`src/hw/rtl/bsrf_pkg.sv`:
```
package bsrf_pkg;

    localparam int PTR_W           = 16;
    localparam int BYTE_W          = 8;
    localparam int MAP_W           = 3;
    // The store depth must be a power of two; the pointer is cut to its low bits.
    localparam int FILE_DEPTH_DEF  = 65536;
    localparam int QUEUE_DEPTH_DEF = 2;

    localparam logic [BYTE_W-1:0] PORT_LOW_DRAM  = 8'hE0;
    localparam logic [BYTE_W-1:0] PORT_HIGH_DRAM = 8'hE1;
    localparam logic [BYTE_W-1:0] PORT_LOW_ROM   = 8'hE2;
    localparam logic [BYTE_W-1:0] PORT_HIGH_IO   = 8'hE3;
    localparam logic [BYTE_W-1:0] PORT_MAP_RESET = 8'hE4;
    localparam logic [BYTE_W-1:0] PORT_CG_ON     = 8'hE5;
    localparam logic [BYTE_W-1:0] PORT_CG_OFF    = 8'hE6;
    localparam logic [BYTE_W-1:0] PORT_DATA      = 8'hEA;
    localparam logic [BYTE_W-1:0] PORT_CTRL      = 8'hEB;

    localparam logic [BYTE_W-1:0] IDLE_BYTE = 8'hFF;

    localparam logic OP_READ  = 1'b0;
    localparam logic OP_WRITE = 1'b1;

    localparam logic [MAP_W-1:0] MAP_DRAM_DRAM = 3'd0;
    localparam logic [MAP_W-1:0] MAP_DRAM_IO   = 3'd1;
    localparam logic [MAP_W-1:0] MAP_ROM_DRAM  = 3'd3;
    localparam logic [MAP_W-1:0] MAP_ROM_IO    = 3'd4;

    typedef struct packed {
        logic              file_rd;
        logic              file_wr;
        logic [PTR_W-1:0]  ptr;
        logic [BYTE_W-1:0] data;
        logic [MAP_W-1:0]  page_map;
        logic              char_gen;
    } entry_t;

    function automatic logic [MAP_W-1:0] page_map_f(input logic low_dram,
                                                    input logic high_dram,
                                                    input logic char_gen);
        logic high_ram;
        high_ram = high_dram & ~char_gen;
        if (low_dram)
        begin
            page_map_f = high_ram ? MAP_DRAM_DRAM : MAP_DRAM_IO;
        end
        else
        begin
            page_map_f = high_ram ? MAP_ROM_DRAM : MAP_ROM_IO;
        end
    endfunction

endpackage

```
`src/hw/rtl/bsrf_queue.sv`:
```
module bsrf_queue
    import bsrf_pkg::*;
#(
    parameter int DEPTH = QUEUE_DEPTH_DEF
)
(
    input  logic   clk,
    input  logic   rst_n,
    input  logic   push_valid,
    output logic   push_ready,
    input  entry_t push_entry,
    output logic   pop_valid,
    input  logic   pop_ready,
    output entry_t pop_entry
);

    localparam int IDX_W = (DEPTH > 1) ? $clog2(DEPTH) : 1;
    localparam int CNT_W = $clog2(DEPTH + 1);

    entry_t             slot_reg [DEPTH];
    logic [IDX_W-1:0]   wr_idx_reg, wr_idx_next;
    logic [IDX_W-1:0]   rd_idx_reg, rd_idx_next;
    logic [CNT_W-1:0]   count_reg, count_next;
    logic               do_push;
    logic               do_pop;

    assign push_ready = (count_reg != CNT_W'(DEPTH));
    assign pop_valid  = (count_reg != '0);
    assign pop_entry  = slot_reg[rd_idx_reg];
    assign do_push    = push_valid & push_ready;
    assign do_pop     = pop_valid & pop_ready;

    always_comb
    begin
        wr_idx_next = wr_idx_reg;
        rd_idx_next = rd_idx_reg;
        count_next  = count_reg;
        if (do_push)
        begin
            wr_idx_next = (wr_idx_reg == IDX_W'(DEPTH - 1)) ? '0 : wr_idx_reg + 1'b1;
        end
        if (do_pop)
        begin
            rd_idx_next = (rd_idx_reg == IDX_W'(DEPTH - 1)) ? '0 : rd_idx_reg + 1'b1;
        end
        if (do_push && !do_pop)
        begin
            count_next = count_reg + 1'b1;
        end
        else if (do_pop && !do_push)
        begin
            count_next = count_reg - 1'b1;
        end
    end

    always_ff @(posedge clk or negedge rst_n)
    begin
        if (!rst_n)
        begin
            wr_idx_reg <= '0;
            rd_idx_reg <= '0;
            count_reg  <= '0;
        end
        else
        begin
            wr_idx_reg <= wr_idx_next;
            rd_idx_reg <= rd_idx_next;
            count_reg  <= count_next;
        end
    end

    always_ff @(posedge clk)
    begin
        if (do_push)
        begin
            slot_reg[wr_idx_reg] <= push_entry;
        end
    end

endmodule

```
`config.mk`:
```
export PLATFORM = sky130hd
export DESIGN_NAME = bsrf_queue
export DESIGN_NICKNAME = d
export VERILOG_FILES = /design/src/hw/rtl/bsrf_pkg.sv /design/src/hw/rtl/bsrf_queue.sv
export SDC_FILE = /design/constraint.sdc
export NUM_CORES = 1
export LEC_CHECK = 0
export BUFFER_PORTS_ARGS = -buffer_cell sky130_fd_sc_hd__buf_2
export CAP_MARGIN = 20
export CORE_ASPECT_RATIO = 1.25
export CORE_MARGIN = 2
export CORE_UTILIZATION = 35
export CTS_CLUSTER_SIZE = 12
export DETAILED_ROUTE_END_ITERATION = 16
export PLACE_DENSITY_LB_ADDON = 0.2
export SLEW_MARGIN = 20
export SYNTH_ARGS = -nofsm -noshare
export SYNTH_HDL_FRONTEND = slang
export SYNTH_SLANG_ARGS = --single-unit
```
`constraint.sdc`:
```
create_clock -name clk -period 2.21 [get_ports clk]
set_input_delay 0.1105 -clock clk [delete_from_list [all_inputs] [get_ports clk]]
set_output_delay 0.1105 -clock clk [all_outputs]
set_load 0.1 [all_outputs]
```
### After elaboration in Yosys (flattened, before gate mapping)

Memories as Yosys holds them, arrays and structs flattened.
Cells that the tools add are included.

| storage, ports and cells | value |
|---|---|
| output and inout bits | 32 |
| flip-flop bits (word level) | 4 |
| input bits | 34 |
| memories kept | 1 |
| RAM bits | 60 |

| operators by class | value |
|---|---|
| equal/unequal tests | 1 |
| bitwise gates (word level) | 2 |
| reduce and logical (&&, ||, !) cells | 6 |
| muxes and demuxes | 6 |
| add/subtract/negate cells | 4 |

Memories:

| name | depth | width | rd ports | clocked after memory_dff | write ports | RTL line | RTL |
|---|---|---|---|---|---|---|---|
| slot_reg | 2 | 30 | 1 | 0 | 1 | bsrf_queue.sv:20 | `entry_t slot_reg [DEPTH];` |

Operator list:

| operator | number |
|---|---|
| 2-to-1 mux 1 bit | 4 |
| 2-to-1 mux 2 bit | 2 |
| nonzero test 2 bit | 2 |
| adder 1 bit, second input constant | 2 |
| adder 2 x 1 -> 2 bit, second input constant | 1 |
| AND 1 bit | 2 |
| logical AND 1 bit | 2 |
| zero test 1 bit | 2 |
| inequality test 2 bit, second input constant | 1 |
| subtractor 2 x 1 -> 2 bit, second input constant | 1 |

### Longest topological paths before layout

Gate-level depths: netlist of run 1.

| logic depth | value |
|---|---|
| word-level depth | 6 |
| depth in mapped cells | 7 |

### Least setup slack after synthesis of run 1

OpenSTA, ideal clock, no wires.

| timing | value |
|---|---|
| kind | reg2reg |
| start point | reg count_reg[0] |
| end point | mem slot_reg[0][0] (netlist name) (enable) |
| setup slack | -382 ps |
| period minus slack after synthesis | 2592 ps |
| data arrival time | 2175 ps |
| library setup time | 417 ps |
| cell stages (with the launch flop) | 4 |
| path through | dfrtp_1 nand2b_4 nand2_1 nor2_1 |

| on the way | value |
|---|---|
| word-level cells in the longest chain between the ends | 4 |

Ends and longest elaborated chain:

| element | RTL line | RTL |
|---|---|---|
| start: declaration | bsrf_queue.sv:23 | `logic [CNT_W-1:0] count_reg, count_next;` |
| start signal: assignment | bsrf_queue.sv:68 | `count_reg <= count_next;` |
| inequality test 2 bit | bsrf_queue.sv:27 | `assign push_ready = (count_reg != CNT_W'(DEPTH));` |
| net push_ready | bsrf_queue.sv:10 | `output logic push_ready,` |
| AND 1 bit | bsrf_queue.sv:30 | `assign do_push = push_valid & push_ready;` |
| 2-to-1 mux 1 bit | bsrf_queue.sv:74 | `if (do_push)` |
| 2-to-1 mux 1 bit (not written as such) | bsrf_queue.sv:76 | `slot_reg[wr_idx_reg] <= push_entry;` |
| end: declaration | bsrf_queue.sv:20 |  |

The timed path passes the listed nets, and every way through them passes these cells.

==> flow_summary.json, run 1 <==
{
  "status": "finished clean",
  "initial_core_util_pct": 36.3,
  "wl_mm": 4.57,
  "place_ws_ns": 0.642,
  "critical_path_class": "reg2out",
  "insertion_delay_ns": 0.33,
  "finalNonFillerCells": 310,
  "setup_slack_ns": 0.392,
  "cts_resized": 0,
  "place_congestion": 0.732,
  "clock_path_buffers": 2,
  "dp_hpwl_mm": 2.87,
  "die_area_um2": 7490,
  "skew_ns": 0.0102,
  "reg2reg_slack_ns": 0.63,
  "final_nets": 253,
  "grt_setup_unrepaired": "false",
  "yosys_warnings": 0,
  "setup.worst_path.start_class": "flop",
  "cp_max_fo": 30,
  "netlist_area_um2": 2380,
  "grt-ovfl-total": 0,
  "std_cell_rows": 33,
  "htree_levels": 3,
  "worstMarginPinSlew_ns": 0.483,
  "cts_tree": "done",
  "multi_input_area_um2": 453,
  "antenna_found_initial": 0,
  "syn_inst": 111,
  "end_kind": "output port",
  "synth_cell_types": 14,
  "drc": 0,
  "ff_latch_area_um2": 1900,
  "relSlewSlack_pct": 68.0,
  "syn_nets": 146,
  "arrival_ns": 1.71,
  "cts.reportedPaths.clkPinSlew_ns": 0.07,
  "fill_cells": 515,
  "cp_data_required_time_ns": 2.10,
  "port_buffers": 65,
  "reg2reg_to": "count_reg[1]$_DFFE_PN0P_",
  "synth.yosys.seq_area_share_pct": 79.7,
  "finalSetupViolations": 0,
  "numPlacedInstances": 263,
  "drtIter0Drc": 55,
  "drive_gt1_share_pct": 51.6,
  "synthToLayoutAreaGrowth_pct": 58.0,
  "crit_path_top_delay_cell": "mux2_2",
  "cts_root_buf": "clkbuf_8",
  "period_needed_ns": 1.82,
  "drt_first_pass_iters": 4,
  "syn_avg_cell_area_um2": 21.5,
  "synth_area_leaders": "edfxtp_1 76%, mux2_2 14%, dfrtp_1 4.2%",
  "cp_top_family": "buffers and inverters",
  "grt_pass1_wl_mm": 6.93,
  "synth_top_area_share_pct": 75.6,
  "vias": 1353,
  "grt_pass1_vias": 1489,
  "final_antenna_net_count": 0,
  "crit_chain": "buf_4 -> mux2_2 -> buf_12",
  "routedWlPerCell_um": 14.7,
  "antenna_cells": 0,
  "crit_buf_inv": 2,
  "numCtsBuffers": 9,
  "grt_use_total_pct": 13.0,
  "r2r_start": "count_reg[0]$_DFFE_PN0P_",
  "hp-class": "in2reg",
  "final_hold_viol_count": 0,
  "clock.fmax_ghz": 0.550,
  "via_per_inst": 4.36,
  "netlist.top_cell.by_area": "edfxtp_1",
  "largest_reg_flops": 60,
  "slew_violations": 0,
  "finalSetupTns_ns": 0,
  "core_area_um2": 6570,
  "final.period_utilization_pct": 82.3,
  "reg2reg_depth": 6,
  "grt_max_degree": 31,
  "ys_seq_elements": 64,
  "maxCapViolCount": 0,
  "hold_path_end": "rd_idx_reg$_DFFE_PN0P_",
  "die-height_um": 96.3,
  "fin_util_pct": 57.4,
  "cpPeakStageDelay_ns": 0.42,
  "cts.sinks": 64,
  "hold_depth": 3,
  "ioPinCount": 66,
  "die_x_um": 77.8,
  "min_from": "pop_ready"
}
[repair_timing]
action | CTS | global route
endpoints found under the hold margin | 64 | 0
buffers inserted | 0 | 0
hold buffers | 31 | 0
[cells in the mapped netlist, drive strengths merged]
master,count
dfrtp,4
xor2,2
mux2,30
buf,3
or2,1
edfxtp,60
xnor2,3
nand2b,1
inv,1
and3,1
nor2,2
nand2,2
ha,1
[per-stage QoR]
| step | hold slack (ns) | cell area, µm² |
|---|---|---|
| after floorplan | -0.185 | 2390 |
| after global placement | -0.0858 | 3280 |
| after detailed placement | -0.0788 | 3280 |
| after CTS | 0.0497 | 3770 |
| after global routing | 0.0626 | 3770 |
| final | 0.0619 | 3770 |
[final cells by class]
cell class              count  area share (%)
flip-flops and latches     64            50.5
repair buffers             99            29.7
multi-input cells          43            12.0
clock buffers              11            3.49
well taps                  87            2.89
clock inverters             5            1.29
inverters                   1          0.0996
[cells by family (layout without fill, tap and decap cells)]
group | Yosys count | after routing | synth area share, %
DFF | 64 | 64 | 79.7
muxes | 30 | 30 | 14.2
and+or+nand+nor | 7 | 7 | 2.15
xor gates and xnor gates | 5 | 5 | 1.84
buffers and inverters | 4 | 116 | 1.57
adders and majority gates | 1 | 1 | 0.525
[tightest hold or removal path, cell delays in order]
cell and delay [ns]:
buf_2 0.11, nand2_4 0.06, xnor2_1 0.06
[metal layers]
metal	vias to the layer above	global-route usage [%]	wire, µm
li1	641	-	-
met4	0	10.1	111
met2	41	24.1	2610
met3	6	3.28	187
met5	-	0	0
met1	665	12.1	1660
[how the worst max path moves through the flow]
stage | from | endpoint | slack (ns) | depth (start not counted)
2_1_floorplan | count_reg[0]$_DFFE_PN0P_ | slot_reg[0][0]$_DFFE_PP_ | 0.11 | 3
3_3_place_gp | rd_idx_reg$_DFFE_PN0P_ | pop_entry[7] | 0.78 | 3
3_5_place_dp | count_reg[0]$_DFFE_PN0P_ | count_reg[1]$_DFFE_PN0P_ | 0.64 | 7
4_1_cts | rd_idx_reg$_DFFE_PN0P_ | pop_entry[28] | 0.35 | 3
5_1_grt | rd_idx_reg$_DFFE_PN0P_ | pop_entry[28] | 0.31 | 3
6_report | rd_idx_reg$_DFFE_PN0P_ | pop_entry[28] | 0.39 | 3
[cell usage in the layout (no fill, tap or decap)]
| master | count |
|---|---|
| and3_1 | 1 |
| buf_12 | 31 |
| buf_2 | 35 |
| buf_4 | 2 |
| bufinv_16 | 1 |
| clkbuf_1 | 2 |
| clkbuf_8 | 9 |
| clkinv_1 | 1 |
| clkinv_2 | 3 |
| dfrtp_1 | 4 |
| dlygate4sd3_1 | 31 |
| edfxtp_1 | 60 |
| ha_1 | 1 |
| inv_1 | 1 |
| mux2_2 | 30 |
| nand2_1 | 1 |
| nand2_4 | 1 |
| nand2b_4 | 1 |
| nor2_1 | 1 |
| nor2_4 | 1 |
| or2_4 | 1 |
| xnor2_1 | 3 |
| xor2_1 | 2 |
Power of run 1 is not shown: default switching activity piles up to over one toggle a cycle in this logic, so the estimate is an artifact.
==> run 2: changes to the inputs <==
==> constraint.sdc (replaced) <==
create_clock -name clk -period 1.65 [get_ports clk]
set_input_delay 0.0825 -clock clk [delete_from_list [all_inputs] [get_ports clk]]
set_output_delay 0.0825 -clock clk [all_outputs]
set_load 0.1 [all_outputs]
==> flow_summary.json, run 2 (same netlist as run 1, synthesis figures left out) <==
{
  "grt_use_total_pct": 12.7,
  "grt_setup_unrepaired": "true",
  "worstMarginPinSlew_ns": 0.485,
  "finalSetupViolations": 0,
  "arrival_ns": 1.49,
  "die_x_um": 77.8,
  "hp-class": "in2reg",
  "slew_violations": 0,
  "die_area_um2": 7490,
  "wl_mm": 4.47,
  "cts_tree": "done",
  "antenna_found_initial": 0,
  "final.period_utilization_pct": 95.3,
  "cp_data_required_time_ns": 1.57,
  "port_buffers": 65,
  "grt_max_degree": 31,
  "final_hold_viol_count": 0,
  "crit_end": "pop_entry[14]",
  "final_antenna_net_count": 0,
  "cts_root_buf": "clkbuf_8",
  "period_needed_ns": 1.57,
  "reg2reg_depth": 7,
  "finalSetupTns_ns": 0,
  "clock.fmax_ghz": 0.636,
  "finalNonFillerCells": 310,
  "numPlacedInstances": 265,
  "setup_slack_ns": 0.0771,
  "drtIter0Drc": 63,
  "cts_setup_buffers": 0,
  "grt_pass1_vias": 1437,
  "setup.worst_path.start_class": "flop",
  "status": "finished clean",
  "largest_reg_flops": 60,
  "antenna_cells": 0,
  "critical_path_class": "reg2out",
  "drt_first_pass_iters": 4,
  "initial_core_util_pct": 36.3,
  "dp_hpwl_mm": 2.95,
  "skew_ns": 0.00575,
  "final_nets": 255,
  "synthToLayoutAreaGrowth_pct": 59.8,
  "core_area_um2": 6570,
  "cts.sinks": 64,
  "place_ws_ns": 0.211,
  "drc": 0,
  "min_from": "pop_ready",
  "insertion_delay_ns": 0.32,
  "grt_pass1_wl_mm": 6.84,
  "die-height_um": 96.3,
  "place_congestion": 0.638,
  "routedWlPerCell_um": 14.4,
  "vias": 1356,
  "maxCapViolCount": 0,
  "cp_max_fo": 17,
  "clock_path_buffers": 2,
  "via_per_inst": 4.37,
  "final_common_cell": "edfxtp_1",
  "grt-ovfl-total": 0,
  "numCtsBuffers": 9,
  "layout_common_cells": "60 x edfxtp_1, 35 x buf_2, 31 x dlygate4sd3_1, 31 x buf_12, 30 x mux2_2",
  "ioPinCount": 66,
  "crit_path_start": "rd_idx_reg$_DFFE_PN0P_",
  "cts.reportedPaths.clkPinSlew_ns": 0.06,
  "r2r_start": "count_reg[0]$_DFFE_PN0P_",
  "htree_levels": 3,
  "reg2reg_slack_ns": 0.21,
  "relSlewSlack_pct": 67.9,
  "std_cell_rows": 33,
  "end_kind": "output port",
  "reg2reg_to": "count_reg[1]$_DFFE_PN0P_",
  "cts_resized": 0,
  "drive_gt1_share_pct": 53.4
}
==> run 2: metal layers <==
| metal | vias up | track usage [%] | wire length [µm] |
|---|---|---|---|
| met2 | 36 | 22.3 | 2490 |
| li1 | 643 | - | - |
| met5 | - | 0 | 0 |
| met1 | 670 | 13.4 | 1710 |
| met4 | 0 | 6.70 | 93 |
| met3 | 7 | 4.22 | 181 |
==> run 2: worst min path at each step <==
stage | slack, ns | cells after the start | to
2_1_floorplan | -0.21 | 0 | count_reg[0]$_DFFE_PN0P_
3_3_place_gp | -0.11 | 1 | count_reg[0]$_DFFE_PN0P_
3_5_place_dp | -0.11 | 1 | count_reg[0]$_DFFE_PN0P_
4_1_cts | 0.005 | 3 | rd_idx_reg$_DFFE_PN0P_
5_1_grt | 0.02 | 3 | rd_idx_reg$_DFFE_PN0P_
6_report | 0.02 | 3 | rd_idx_reg$_DFFE_PN0P_
==> run 2: cell type report <==
type,instances,area (µm²)
fillers,493,2760
flip-flops and latches,64,1900
repair buffers,101,1140
multi-input cells,43,462
clock buffers,9,124
well taps,87,109
clock inverters,5,73.8
inverters,1,3.75
==> run 2: timing repair <==
item,4_1_cts,5_1_grt
endpoints found under the setup margin,0,8
hold buffers,31,0
hold endpoints to repair,64,0
==> run 2: critical path: stages (launching register included) <==
cell and delay (ns):
dfrtp_1 0.34, buf_4 0.25, mux2_2 0.40, buf_12 0.17
==> run 2: through the flow <==
| step | hold WS, ns | cell area (µm²) | utilization [%] |
|---|---|---|---|
| after global placement | -0.112 | 3300 | 50.3 |
| after CTS | 0.00498 | 3810 | 58.0 |
| after floorplan | -0.213 | 2400 | - |
| after global routing | 0.0186 | 3810 | 58.0 |
| final | 0.0220 | 3810 | 58.0 |
| after detailed placement | -0.106 | 3300 | 50.3 |
Power of run 2 is left out for the same reason.
