==> src/hw/rtl/bsrf_pkg.sv <==
package bsrf_pkg;

    localparam int PTR_W           = 16;
    localparam int BYTE_W          = 8;
    localparam int MAP_W           = 3;
    // The store depth must be a power of two; the pointer is cut to its low bits.
    localparam int FILE_DEPTH_DEF  = 65536;
    localparam int QUEUE_DEPTH_DEF = 2;

    localparam logic [BYTE_W-1:0] PORT_LOW_DRAM  = 8'hE0;
    localparam logic [BYTE_W-1:0] PORT_HIGH_DRAM = 8'hE1;
    localparam logic [BYTE_W-1:0] PORT_LOW_ROM   = 8'hE2;
    localparam logic [BYTE_W-1:0] PORT_HIGH_IO   = 8'hE3;
    localparam logic [BYTE_W-1:0] PORT_MAP_RESET = 8'hE4;
    localparam logic [BYTE_W-1:0] PORT_CG_ON     = 8'hE5;
    localparam logic [BYTE_W-1:0] PORT_CG_OFF    = 8'hE6;
    localparam logic [BYTE_W-1:0] PORT_DATA      = 8'hEA;
    localparam logic [BYTE_W-1:0] PORT_CTRL      = 8'hEB;

    localparam logic [BYTE_W-1:0] IDLE_BYTE = 8'hFF;

    localparam logic OP_READ  = 1'b0;
    localparam logic OP_WRITE = 1'b1;

    localparam logic [MAP_W-1:0] MAP_DRAM_DRAM = 3'd0;
    localparam logic [MAP_W-1:0] MAP_DRAM_IO   = 3'd1;
    localparam logic [MAP_W-1:0] MAP_ROM_DRAM  = 3'd3;
    localparam logic [MAP_W-1:0] MAP_ROM_IO    = 3'd4;

    typedef struct packed {
        logic              file_rd;
        logic              file_wr;
        logic [PTR_W-1:0]  ptr;
        logic [BYTE_W-1:0] data;
        logic [MAP_W-1:0]  page_map;
        logic              char_gen;
    } entry_t;

    function automatic logic [MAP_W-1:0] page_map_f(input logic low_dram,
                                                    input logic high_dram,
                                                    input logic char_gen);
        logic high_ram;
        high_ram = high_dram & ~char_gen;
        if (low_dram)
        begin
            page_map_f = high_ram ? MAP_DRAM_DRAM : MAP_DRAM_IO;
        end
        else
        begin
            page_map_f = high_ram ? MAP_ROM_DRAM : MAP_ROM_IO;
        end
    endfunction

endpackage

==> src/hw/rtl/bsrf_front.sv <==
module bsrf_front
    import bsrf_pkg::*;
(
    input  logic              clk,
    input  logic              rst_n,
    input  logic              in_valid,
    output logic              in_ready,
    input  logic              opcode,
    input  logic [PTR_W-1:0]  port_address,
    input  logic [BYTE_W-1:0] write_data,
    output logic              push_valid,
    input  logic              push_ready,
    output entry_t            push_entry
);

    logic             low_dram_reg, low_dram_next;
    logic             high_dram_reg, high_dram_next;
    logic             char_gen_reg, char_gen_next;
    logic [PTR_W-1:0] ptr_reg, ptr_next;
    logic [BYTE_W-1:0] port;
    logic             is_write;
    logic             accept;

    assign port       = port_address[BYTE_W-1:0];
    assign is_write   = (opcode == OP_WRITE);
    assign in_ready   = push_ready;
    assign push_valid = in_valid;
    assign accept     = in_valid & push_ready;

    always_comb
    begin
        low_dram_next  = low_dram_reg;
        high_dram_next = high_dram_reg;
        char_gen_next  = char_gen_reg;
        ptr_next       = ptr_reg;
        unique case (port)
            PORT_LOW_DRAM:  low_dram_next  = 1'b1;
            PORT_HIGH_DRAM: high_dram_next = 1'b1;
            PORT_LOW_ROM:   low_dram_next  = 1'b0;
            PORT_HIGH_IO:   high_dram_next = 1'b0;
            PORT_MAP_RESET:
            begin
                low_dram_next  = 1'b0;
                high_dram_next = 1'b0;
                char_gen_next  = 1'b0;
            end
            PORT_CG_ON:     char_gen_next  = 1'b1;
            PORT_CG_OFF:    char_gen_next  = 1'b0;
            PORT_DATA:      ptr_next       = ptr_reg + 1'b1;
            PORT_CTRL:
            begin
                if (is_write)
                begin
                    ptr_next = {port_address[PTR_W-1:BYTE_W], write_data};
                end
            end
            default: ;
        endcase
    end

    always_comb
    begin
        push_entry.file_rd  = (port == PORT_DATA) & ~is_write;
        push_entry.file_wr  = (port == PORT_DATA) & is_write;
        push_entry.ptr      = ptr_reg;
        push_entry.data     = write_data;
        push_entry.page_map = page_map_f(low_dram_next, high_dram_next, char_gen_next);
        push_entry.char_gen = char_gen_next;
    end

    always_ff @(posedge clk or negedge rst_n)
    begin
        if (!rst_n)
        begin
            low_dram_reg  <= 1'b0;
            high_dram_reg <= 1'b0;
            char_gen_reg  <= 1'b0;
            ptr_reg       <= '0;
        end
        else if (accept)
        begin
            low_dram_reg  <= low_dram_next;
            high_dram_reg <= high_dram_next;
            char_gen_reg  <= char_gen_next;
            ptr_reg       <= ptr_next;
        end
    end

endmodule

==> config.mk <==
export PLATFORM = sky130hd
export DESIGN_NAME = bsrf_front
export DESIGN_NICKNAME = d
export VERILOG_FILES = /design/src/hw/rtl/bsrf_pkg.sv /design/src/hw/rtl/bsrf_front.sv
export SDC_FILE = /design/constraint.sdc
export NUM_CORES = 1
export LEC_CHECK = 0
export BUFFER_PORTS_ARGS = -buffer_cell sky130_fd_sc_hd__buf_2
export CORE_ASPECT_RATIO = 0.9
export CORE_MARGIN = 2
export CORE_UTILIZATION = 30
export CTS_CLUSTER_DIAMETER = 30
export DETAILED_ROUTE_END_ITERATION = 10
export PLACE_DENSITY = 0.53
export SYNTH_ARGS = -nofsm -noshare
export SYNTH_HDL_FRONTEND = slang
export SYNTH_SLANG_ARGS = --single-unit
export TNS_END_PERCENT = 30
==> constraint.sdc <==
create_clock -name clk -period 2.9 [get_ports clk]
set_clock_uncertainty 0.2 [all_clocks]
set_input_delay 0.145 -clock clk [delete_from_list [all_inputs] [get_ports clk]]
set_output_delay 0.145 -clock clk [all_outputs]
set_load 0.005 [all_outputs]
Word-level counts from Yosys, hierarchy flattened:

Index checks and enable logic that the tools add are counted.

* multiply operators: 0
* equality and inequality tests: 10
* shifts and indexed selects: 0
* add/sub/neg operators: 1
* bitwise operators: 6
* reductions and logical operators: 5
* div/mod/pow operators: 0
* $lt $le $gt $ge: 0
* mux-type cells: 8

Operator list (count)
* equality test 8 bit, second input constant: 9
* case mux 16 bit (2 select lines): 1
* adder 16 x 1 -> 16 bit, second input constant: 1
* 2-to-1 mux 16 bit: 1
* 2-to-1 mux 3 bit: 2
* case mux 1 bit (2 select lines): 3
* OR reduction 2 bit: 3
* AND 1 bit: 4
* AND reduction 3 bit: 1
* inequality test 2 bit, second input constant: 1
* inverter 1 bit: 2
* nonzero test 2 bit: 1
* 2-to-1 mux 1 bit: 1

* RAM bits: 0
* memories: 0
* input bits: 29
* ROM bits: 0
* register bits: 19
* output and inout bits: 32
* bits in latches: 0

Logic depth before layout (Yosys ltp):

Gate-level depths: netlist of run 1.

* depth in word-level cells: 7
* gate-level depth with buffers: 7
* gate-level depth less buffers: 6

Worst setup path after synthesis of run 1:

OpenSTA, ideal clock, no wires.

* path type: register -> register
* start point: register ptr_reg[0]
* end point: register ptr_reg[12]
* buffers on the path: 0
* cell stages (with the launch flop): 7
* period minus slack after synthesis: 1.741 ns
* path slack: 1.159 ns
* arrival time: 1.418 ns
* cell sequence: dfrtp_1 ha_1 nand3_1 or2_2 nor2_1 nand4_1 o221a_2

* longest elaborated chain between the ends: 2

Ends and longest elaborated chain
* start: declaration: RTL line bsrf_front.sv:19 `logic [PTR_W-1:0] ptr_reg, ptr_next;`
* start signal: assignment: RTL line bsrf_front.sv:85 `ptr_reg <= ptr_next;`
* adder 16 x 1 -> 16 bit: RTL line bsrf_front.sv:49 `PORT_DATA: ptr_next = ptr_reg + 1'b1;`
* case mux 16 bit (2 select lines): RTL line bsrf_front.sv:36 `unique case (port)`

Every way passes these cells.
A chain may end at the register's enable or synchronous reset.

Worst setup path in the final report of run 1:

* start point: register ptr_reg[0]
* end point: register ptr_reg[14]

The elaborated chain is that of the path after synthesis.

==> run metrics, run 1 <==
outcome=finished clean; accumulated negative setup slack=0 ns; Worst path max stage delay=about 0.45 ns; nets@finish=260; Non-Filler Instances=just under 300; number of global-route vias before repair=between 1000 and 1500; CTS tree=built; CP most frequent cell=sky130_fd_sc_hd__nand3_1; R2R Setup Slk=between 0.7 and 0.8 ns; R2R Path End=ptr_reg[14]; Worst R2R Path Depth=6; largest vdd supply drop=0.0001528 V; capturing element type of the critical path=flop; Final Hold Violating Endpoints=0; instance count of the mapped netlist=around 180; number of flops mapped to enable cells by yosys=0; number of flip-flops in the largest register=16; CP max FO=6; Static Leak=slightly above 0.0008 µW; floorplan core area=4518 µm²; total iterations of the first detailed-routing run=4; max-slew violation count=0; via total after detailed routing=roughly 1500; global routing usage summed across all routing layers=around 16%; type of the worst setup path=reg -> reg; Max stage delay cell, worst path=sky130_fd_sc_hd__dfrtp_1; power density relative to cell area=304.7 nW/µm²; master cell of the clock root buffer=sky130_fd_sc_hd__clkbuf_8; pin slew with the least headroom to its limit=between 0.6 and 0.7 ns; start point of the critical path=ptr_reg[0]; core utilization of the finished layout=~40%; clock insertion delay at the later pin of the skew report=0.26 ns; unrepaired setup endpoints after global routing=no; initial standard-cell utilization of the core=about a third; cell chain of the critical path=ha_1, nand3_1, nor2_1, nand3_1, o32ai_1, a211oi_1; Register Area=475.5 µm²; element type at the critical path start=flop; net count after synthesis=around 210; Post-synth top flop=sky130_fd_sc_hd__dfrtp_1; area of all placed cells without fillers=approximately 1800 µm²; fin crit share=72.62%; Seq/Total Area, Yosys=between 30% and 40%; total area of multi-input combinational cells=792.0 µm²; chip width=between 70 and 80 µm; post_cts resized=0; DP Cell Count=277; R2R Path Start=ptr_reg[0]; DR iter-0 viols=approximately 100; H-tree Lvls=1; Data arrival, critical path=~2 ns; diodes inserted=0; Distinct cells, synth=45; deepest clock path buffer count=2; clk slew on worst S/H paths=approximately 0.070 ns; maximum achievable frequency=0.4748 GHz; layout cells sized above 1=30.84%; I/O pins=61; total gr overflow=0; Clock Sink Count=19; half-perimeter wire length after placement=about 2900 µm; crit path time final=roughly 2.1 ns; quantity of I/O buffers inserted on ports=60; Synth async-reset ratio=100.0%; worst hold path type=in -> reg; number of standard-cell rows in the floorplan=23; routed wire length per instance=roughly 14 µm; synthesis warning total=0; hold path cells=3; number of design rule violations left after detail routing=0; Num CTS Buffers=3; wire length of the first global-routing pass=just under 7000 µm; hold path startpoint=write_data[3]; Vias per Instance=5.087; Routability Congestion=0.7694; synthesized area=around 1400 µm²; required time at the worst-slack endpoint=2.81 ns; setup-violating endpoint count in the final report=0; Syn-to-layout area delta=24.96%; antenna violation net count after detailed routing=0; number of inserted filler cells in the final layout=roughly 490; reported max-cap violation count=0; worst relative slew slack=a little over half; synthesized area per cell=around 8.2 µm²; Worst Hold End=ptr_reg[3]; commonest cells after routing, fill and taps aside=sky130_fd_sc_hd__buf_2, sky130_fd_sc_hd__nor2_1, sky130_fd_sc_hd__nand2_1, sky130_fd_sc_hd__dfrtp_1, sky130_fd_sc_hd__a21oi_1; instance area at placement=1660 µm²; Die Area=5331 µm²; largest net degree at the start of global routing=20; die boundary height=around 69 µm; flops & latches, synth=19; most common cell after layout, fill and taps aside=sky130_fd_sc_hd__buf_2; sum of routed wire length over all layers=around 4000 µm; antenna violations before repair=0
==> routing by layer <==
metal  global-route usage [%]  vias up  share of wire (%)
met4                    2.424        0               0.42
li1                         -      741                  -
met5                        0        -                  0
met2                    23.10       45                 44
met1                    23.94      682                 50
met3                    3.646        2                4.8
==> area by class of cell <==
class                      count  share of cell area, %
tap                           62                  4.345
inverter                       4                 0.8409
sequential                    19                  26.63
clock buffer                   4                  2.523
timing repair buffer          68                  21.30
multi-input combinational    132                  44.36
==> what timing repair did <==
| item | 4_1_cts | 5_1_grt |
|---|---|---|
| hold endpoints to repair | 25 | 1 |
| setup buffers | 0 | 0 |
| hold buffers | 7 | 1 |
==> synth_stat cells, drive strengths merged (2+ instances only) <==
cell / count / area share [%]
or2: 2 / 0.88
and4b: 2 / 1.4
o32ai: 4 / 3.0
ha: 3 / 2.6
mux2i: 2 / 1.4
o21ai: 14 / 4.9
dfrtp: 19 / 33
o22ai: 5 / 2.2
nand2: 19 / 5.0
o22a: 2 / 1.2
a22oi: 2 / 1.1
buf: 17 / 9.4
nor2: 19 / 5.0
nor3: 5 / 2.1
nor3b: 2 / 1.4
nand4: 3 / 1.8
nand2b: 2 / 0.88
a211oi: 2 / 1.1
clkbuf: 3 / 0.88
inv: 4 / 1.1
nand3b: 2 / 1.1
a2bb2oi: 3 / 1.8
nand3: 10 / 3.5
a21oi: 16 / 5.6
==> stage by stage <==
stage	hold WS, ns	setup slack [ns]	total power, µW
after floorplan	-0.3506	1.159	318.1
after global placement	-0.07513	0.8476	351.6
after detailed placement	-0.07405	0.8080	351.8
after CTS	0.0002344	0.8053	550.2
after global routing	0.04108	0.6019	574.8
final	0.01031	0.7939	544.0
==> power breakdown <==
group          switching [µW]  internal, µW  leakage (µW)
combinational            40.6          39.8      0.000535
sequential               4.56           269      0.000254
clock                    92.7          97.8     0.0000228
==> logic make-up (layout without fill, tap and decap cells) <==
family / Yosys count / count (layout) / share of synthesized area [%]
AND/OR/NAND/NOR: 72 / 72 / 26.10
AO/OA/AOI/OAI: 55 / 55 / 25.31
buffers and inverters: 24 / 76 / 11.30
flip-flops: 19 / 19 / 33.28
adder cells (fa/ha/maj): 3 / 3 / 2.627
multiplexers: 2 / 2 / 1.401
==> worst max path at each step <==
stage / end
2_1_floorplan: ptr_reg[12]
3_3_place_gp: ptr_reg[14]
3_5_place_dp: ptr_reg[14]
4_1_cts: ptr_reg[14]
5_1_grt: ptr_reg[14]
6_report: ptr_reg[14]
==> critical path: cells and delay by family (launching register included) <==
kind / cells / cell delay (ns)
AND/OR/NAND/NOR: 3 / 0.65
adder cells (fa/ha/maj): 1 / 0.22
flip-flops: 1 / 0.45
AO/OA/AOI/OAI: 2 / 0.42
Note: power is estimated with default switching activity, not from simulation.
==> run 2: changes to the inputs <==
- PLACE_DENSITY: 0.53 -> 0.55
- clock period: 2.9 -> 1.9 ns (I/O delays scaled with it)
==> run 2 against run 1 <==
Against the previous run:
- first-iteration DRC count grew 3.0%
- routed wire length grew 4.6%
- utilization grew 5.2 points
- sequential power grew 53%
==> run metrics, run 2 (synthesis results as in run 1) <==
outcome=finished clean; half-perimeter wire length after placement=3001 µm (+2.1%); sum of routed wire length over all layers=4200 µm (+4.6%); I/O pins=61 (unchanged); cell chain of the critical path=buf_4, nand4_2, or2_4, nor3_2, o2bb2ai_1, a22oi_1; DR iter-0 viols=104 (+3.0%); instance area at placement=1770 µm² (+6.6%); family of cells with the greatest summed delay on the critical path=simple AND/OR/NAND/NOR gates; CTS tree=built; total iterations of the first detailed-routing run=5 (+1); Die Area=5331 µm² (unchanged); portion of total power attributed to sequential cells=48.4% (-1.8 points); routed wire length per instance=13.46 µm (-3.1%); worst relative slew slack=60.84% (+7.2 points); capturing element type of the critical path=flop; antenna violations before repair=0 (unchanged); Syn-to-layout area delta=41.42%; type of the worst setup path=reg -> reg; Worst path max stage delay=0.42 ns (-0.03 ns); layout cells sized above 1=35.20% (+4.4 points); reported max-cap violation count=0 (unchanged); clock insertion delay at the later pin of the skew report=0.26 ns (about the same); clk slew on worst S/H paths=0.08 ns (about the same); max-slew violation count=0 (unchanged); global routing usage summed across all routing layers=15.70% (-0.10 points); number of design rule violations left after detail routing=0 (unchanged); Clock Sink Count=19 (unchanged); crit path time final=1.767 ns (-0.3389 ns); Net Sw Frac=26.26% (+0.92 points); initial standard-cell utilization of the core=31.63% (unchanged); Routability Congestion=0.7707 (+0.17%); Final Hold Violating Endpoints=0 (unchanged); Switch Pwr=226.2 µW (+64%); Max stage delay cell, worst path=sky130_fd_sc_hd__dfrtp_1; die boundary height=69.47 µm (unchanged); required time at the worst-slack endpoint=1.85 ns (-0.96 ns); power density relative to cell area=426.2 nW/µm² (+40%); wire length of the first global-routing pass=6844 µm (-0.41%); Num CTS Buffers=3 (unchanged); total gr overflow=0 (unchanged); via total after detailed routing=1565 (+6.5%); unrepaired setup endpoints after global routing=no; share of total power in the clock network=34.6% (-0.4 points); number of global-route vias before repair=1394 (+2.3%); element type at the critical path start=flop; largest net degree at the start of global routing=20 (unchanged); maximum achievable frequency=0.5659 GHz (+19%); Static Leak=0.0009208 µW (+13%); Internal Pwr Total=635.1 µW (+56%); number of flip-flops in the largest register=16 (unchanged); diodes inserted=0 (unchanged); number of inserted filler cells in the final layout=452 (-7.4%); number of standard-cell rows in the floorplan=23 (unchanged); quantity of I/O buffers inserted on ports=60 (unchanged); hold path startpoint=port_address[2]; worst hold path type=in -> reg; largest vdd supply drop=0.0002754 V (+80%); commonest cells after routing, fill and taps aside=sky130_fd_sc_hd__buf_2, sky130_fd_sc_hd__nor2_1, sky130_fd_sc_hd__nand2_1; Data arrival, critical path=1.71 ns (-0.30 ns); accumulated negative setup slack=0 ns (unchanged); R2R Path Start=ptr_reg[1]; area of all placed cells without fillers=2021 µm² (+13%); fin crit share=93.01% (+20 points); deepest clock path buffer count=2 (unchanged); combinational cell fraction of total power=17.0% (+2.2 points); chip width=76.75 µm (unchanged); most common cell after layout, fill and taps aside=sky130_fd_sc_hd__buf_2; antenna violation net count after detailed routing=0 (unchanged); CP max FO=7 (+1); start point of the critical path=ptr_reg[1]; setup-violating endpoint count in the final report=0 (unchanged); Vias per Instance=5.016 (-1.4%); master cell of the clock root buffer=sky130_fd_sc_hd__clkbuf_8; floorplan core area=4518 µm² (unchanged); H-tree Lvls=1 (unchanged); buffering stage count on the worst path with inverters included=1 (+1); nets@finish=283 (+8.8%); pin slew with the least headroom to its limit=0.5860 ns (-0.1095 ns)
[run 2: worst paths after layout]
path | endpoint | slack [ns] | depth (start not counted)
worst max-delay path | ptr_reg[15] | 0.13 | 6
worst min-delay path | low_dram_reg | 0.06 | 4
worst max register to register | ptr_reg[15] | 0.13 | 6
worst min register to register | low_dram_reg | 0.32 | 1
max in group asynchronous | ptr_reg[0] | 1.05 | 2
min in group asynchronous | ptr_reg[3] | 0.11 | 2
[run 2: stage by stage]
stage          utilization, %  setup WS [ns]  hold WS (ns)  instances  total power (µW)
3_3_place_gp            39.19        0.09068       -0.1208        290             542.4
6_report                44.72         0.1328       0.05915        312             861.3
5_1_grt                 44.72        0.04352       0.06566        312             909.5
2_1_floorplan               -         0.1591       -0.4006        175             485.5
4_1_cts                 44.20        0.02695       0.04967        312             873.0
3_5_place_dp            39.19        0.02960       -0.1221        290             543.0
[run 2: layer usage]
metal  share of wire, %  wire (µm)  vias to the layer above  GRT usage (%)
li1                   -          -                      787              -
met1                 52       2174                      720          24.43
met2                 41       1742                       56          22.51
met3                6.4        269                        2          3.516
met4               0.31         13                        0          1.818
met5                  0          0                        -              0
[run 2: power groups by stage]
stage | sequential [µW] | combinational [µW] | clock (µW)
2_1_floorplan | 424 | 61.7 | 0
3_3_place_gp | 424 | 119 | 0
3_5_place_dp | 424 | 119 | 0
4_1_cts | 416 | 146 | 311
5_1_grt | 418 | 163 | 329
6_report | 417 | 147 | 298
[run 2: area by class of cell]
| cell class | count | area [µm²] | area share, % |
|---|---|---|---|
| clock buffer | 3 | 41.29 | 2.043 |
| timing repair buffer | 91 | 590.6 | 29.23 |
| inverter | 4 | 15.01 | 0.7430 |
| tap | 62 | 77.57 | 3.839 |
| sequential | 19 | 476.7 | 23.59 |
| clock inverter | 1 | 5.005 | 0.2477 |
| multi-input combinational | 132 | 814.5 | 40.31 |
[run 2: worst register-to-register path, delay by kind of cell, from the launching register on]
kind | cells | cell delay [ns]
flip-flops | 1 | 0.42
AND/OR/NAND/NOR | 3 | 0.64
buffers and inverters | 1 | 0.15
AO/OA/AOI/OAI | 2 | 0.24
[run 2: what timing repair did]
item | CTS | global route
buffers inserted | 0 | 0
hold endpoints to repair | 35 | 0
hold buffers | 18 | 0
gates resized for setup | 0 | 6
setup endpoints to repair | 0 | 4
==> run 3: changes to the inputs <==
- PLACE_DENSITY: 0.55 -> unset
==> run 3 against run 2 <==
Against the previous run:
- power barely moved
- cell count fell by 0.64%
- critical path depth unchanged
- critical endpoint is now ptr_reg[14]
- via count grew 0.38%
==> run metrics, run 3 (synthesis results as in run 1) <==
largest net degree at the start of global routing=20 (unchanged); Clock Sink Count=19 (unchanged); R2R Path Start=ptr_reg[0]; half-perimeter wire length after placement=2976 µm (-0.84%); Syn-to-layout area delta=39.40%; Die Area=5331 µm² (unchanged); Static Leak=0.0009083 µW (-1.4%); accumulated negative setup slack=0 ns (unchanged); total gr overflow=0 (unchanged); floorplan core area=4518 µm² (unchanged); Final Hold Violating Endpoints=0 (unchanged); Num CTS Buffers=3 (unchanged); layout cells sized above 1=33.47% (-1.7 points); most common cell after layout, fill and taps aside=sky130_fd_sc_hd__buf_2; number of flip-flops in the largest register=16 (unchanged); routed wire length per instance=13.23 µm (-1.7%); outcome=finished clean; clock insertion delay at the later pin of the skew report=0.26 ns (about the same); hold path startpoint=port_address[0]; antenna violations before repair=0 (unchanged); worst relative slew slack=62.27% (+1.4 points); setup-violating endpoint count in the final report=0 (unchanged); I/O pins=61 (unchanged); largest vdd supply drop=0.0004556 V (+65%); die boundary height=69.47 µm (unchanged); DR iter-0 viols=99 (-4.8%); Data arrival, critical path=1.75 ns (+0.04 ns); crit path time final=1.775 ns (+0.007776 ns); number of standard-cell rows in the floorplan=23 (unchanged); final hold slack=0.04386 ns (-0.01529 ns); quantity of I/O buffers inserted on ports=60 (unchanged); setup slack after placement=0.07059 ns (+0.04099 ns); power density relative to cell area=432.7 nW/µm² (+1.5%); clk slew on worst S/H paths=0.09 ns (about the same); antenna violation net count after detailed routing=0 (unchanged); total iterations of the first detailed-routing run=4 (-1); buffering stage count on the worst path with inverters included=0 (-1); master cell of the clock root buffer=sky130_fd_sc_hd__clkbuf_8; commonest cells after routing, fill and taps aside=sky130_fd_sc_hd__buf_2, sky130_fd_sc_hd__nor2_1, sky130_fd_sc_hd__nand2_1, sky130_fd_sc_hd__dfrtp_1, sky130_fd_sc_hd__dlygate4sd3_1; maximum achievable frequency=0.5634 GHz (-0.44%); wire length of the first global-routing pass=6796 µm (-0.70%); Worst path max stage delay=0.36 ns (-0.06 ns); CTS tree=built; sum of routed wire length over all layers=4101 µm (-2.4%); global routing usage summed across all routing layers=15.53% (-0.16 points); CP max FO=5 (-2); fin crit share=93.42% (+0.41 points); number of design rule violations left after detail routing=0 (unchanged); H-tree Lvls=1 (unchanged); cell chain of the critical path=ha_2, nand3_2, or2_2, nor2_1, a311oi_1, a211oi_1; pin slew with the least headroom to its limit=0.5646 ns (-0.02146 ns); type of the worst setup path=reg -> reg; family of cells with the greatest summed delay on the critical path=simple AND/OR/NAND/NOR gates; deepest clock path buffer count=2 (unchanged); diodes inserted=0 (unchanged); worst hold path type=in -> reg; max-slew violation count=0 (unchanged); postcts setup bufs=0 (unchanged); Max stage delay cell, worst path=sky130_fd_sc_hd__dfrtp_1; capturing element type of the critical path=flop; chip width=76.75 µm (unchanged); post-layout worst setup margin=0.1251 ns (-0.007776 ns); nets@finish=281 (-0.71%); element type at the critical path start=flop; Vias per Instance=5.068 (+1.0%); Routability Congestion=0.8006 (+3.9%); initial standard-cell utilization of the core=31.63% (unchanged); required time at the worst-slack endpoint=1.88 ns (+0.03 ns); post-layout total power=861.8 µW (about the same); reported max-cap violation count=0 (unchanged); start point of the critical path=ptr_reg[0]; unrepaired setup endpoints after global routing=no; via total after detailed routing=1571 (+0.38%); number of global-route vias before repair=1466 (+5.2%)
-- run 3: report_power, final --
group | total [µW] | switching (µW) | internal, µW
clock network | 300 | 154 | 146
registers | 415 | 5.23 | 410
logic | 146 | 68.0 | 78.4
total | 862 | 227 | 634
-- run 3: what timing repair did --
| item | CTS | global route |
|---|---|---|
| hold buffers | 19 | 0 |
| hold endpoints to repair | 36 | 0 |
| resized for setup | 0 | 2 |
| setup endpoints to repair | 0 | 2 |
-- run 3: path summary, 6_finish.rpt --
check,cells after the start,slack (ns),end
max,6,0.13,ptr_reg[14]
min reg2reg,1,0.32,low_dram_reg
max reg2reg,6,0.13,ptr_reg[14]
min,3,0.04,high_dram_reg
min in group asynchronous,2,0.10,ptr_reg[5]
max in group asynchronous,2,1.08,ptr_reg[13]
-- run 3: cell type report --
class | instances | area, µm²
clock inverter | 1 | 5.005
clock buffer | 3 | 41.29
tap | 62 | 77.57
inverter | 4 | 15.01
timing repair buffer | 89 | 578.1
multi-input combinational | 132 | 799.5
fill | 480 | 2526
sequential | 19 | 475.5
-- run 3: per-layer routing --
metal  routed length (µm)  global-route usage [%]  part of all wire (%)
met3                  321                   3.516                   7.8
met4                   15                   2.828                  0.37
met1                 2049                   23.11                    50
met5                    0                       0                     0
met2                 1716                   23.00                    42
-- run 3: metrics by stage --
step                std cells  utilization, %  area [µm²]
CTS                       310           43.92        1984
floorplan                 175               -        1429
global placement          287           38.69        1748
finish                    310           44.09        1992
global route              310           44.09        1992
detailed placement        287           38.69        1748
-- run 3: tightest hold or removal path, delay by kind of cell --
family	cells	cell delay, ns
buf+inv	2	0.29
compound gates	1	0.08
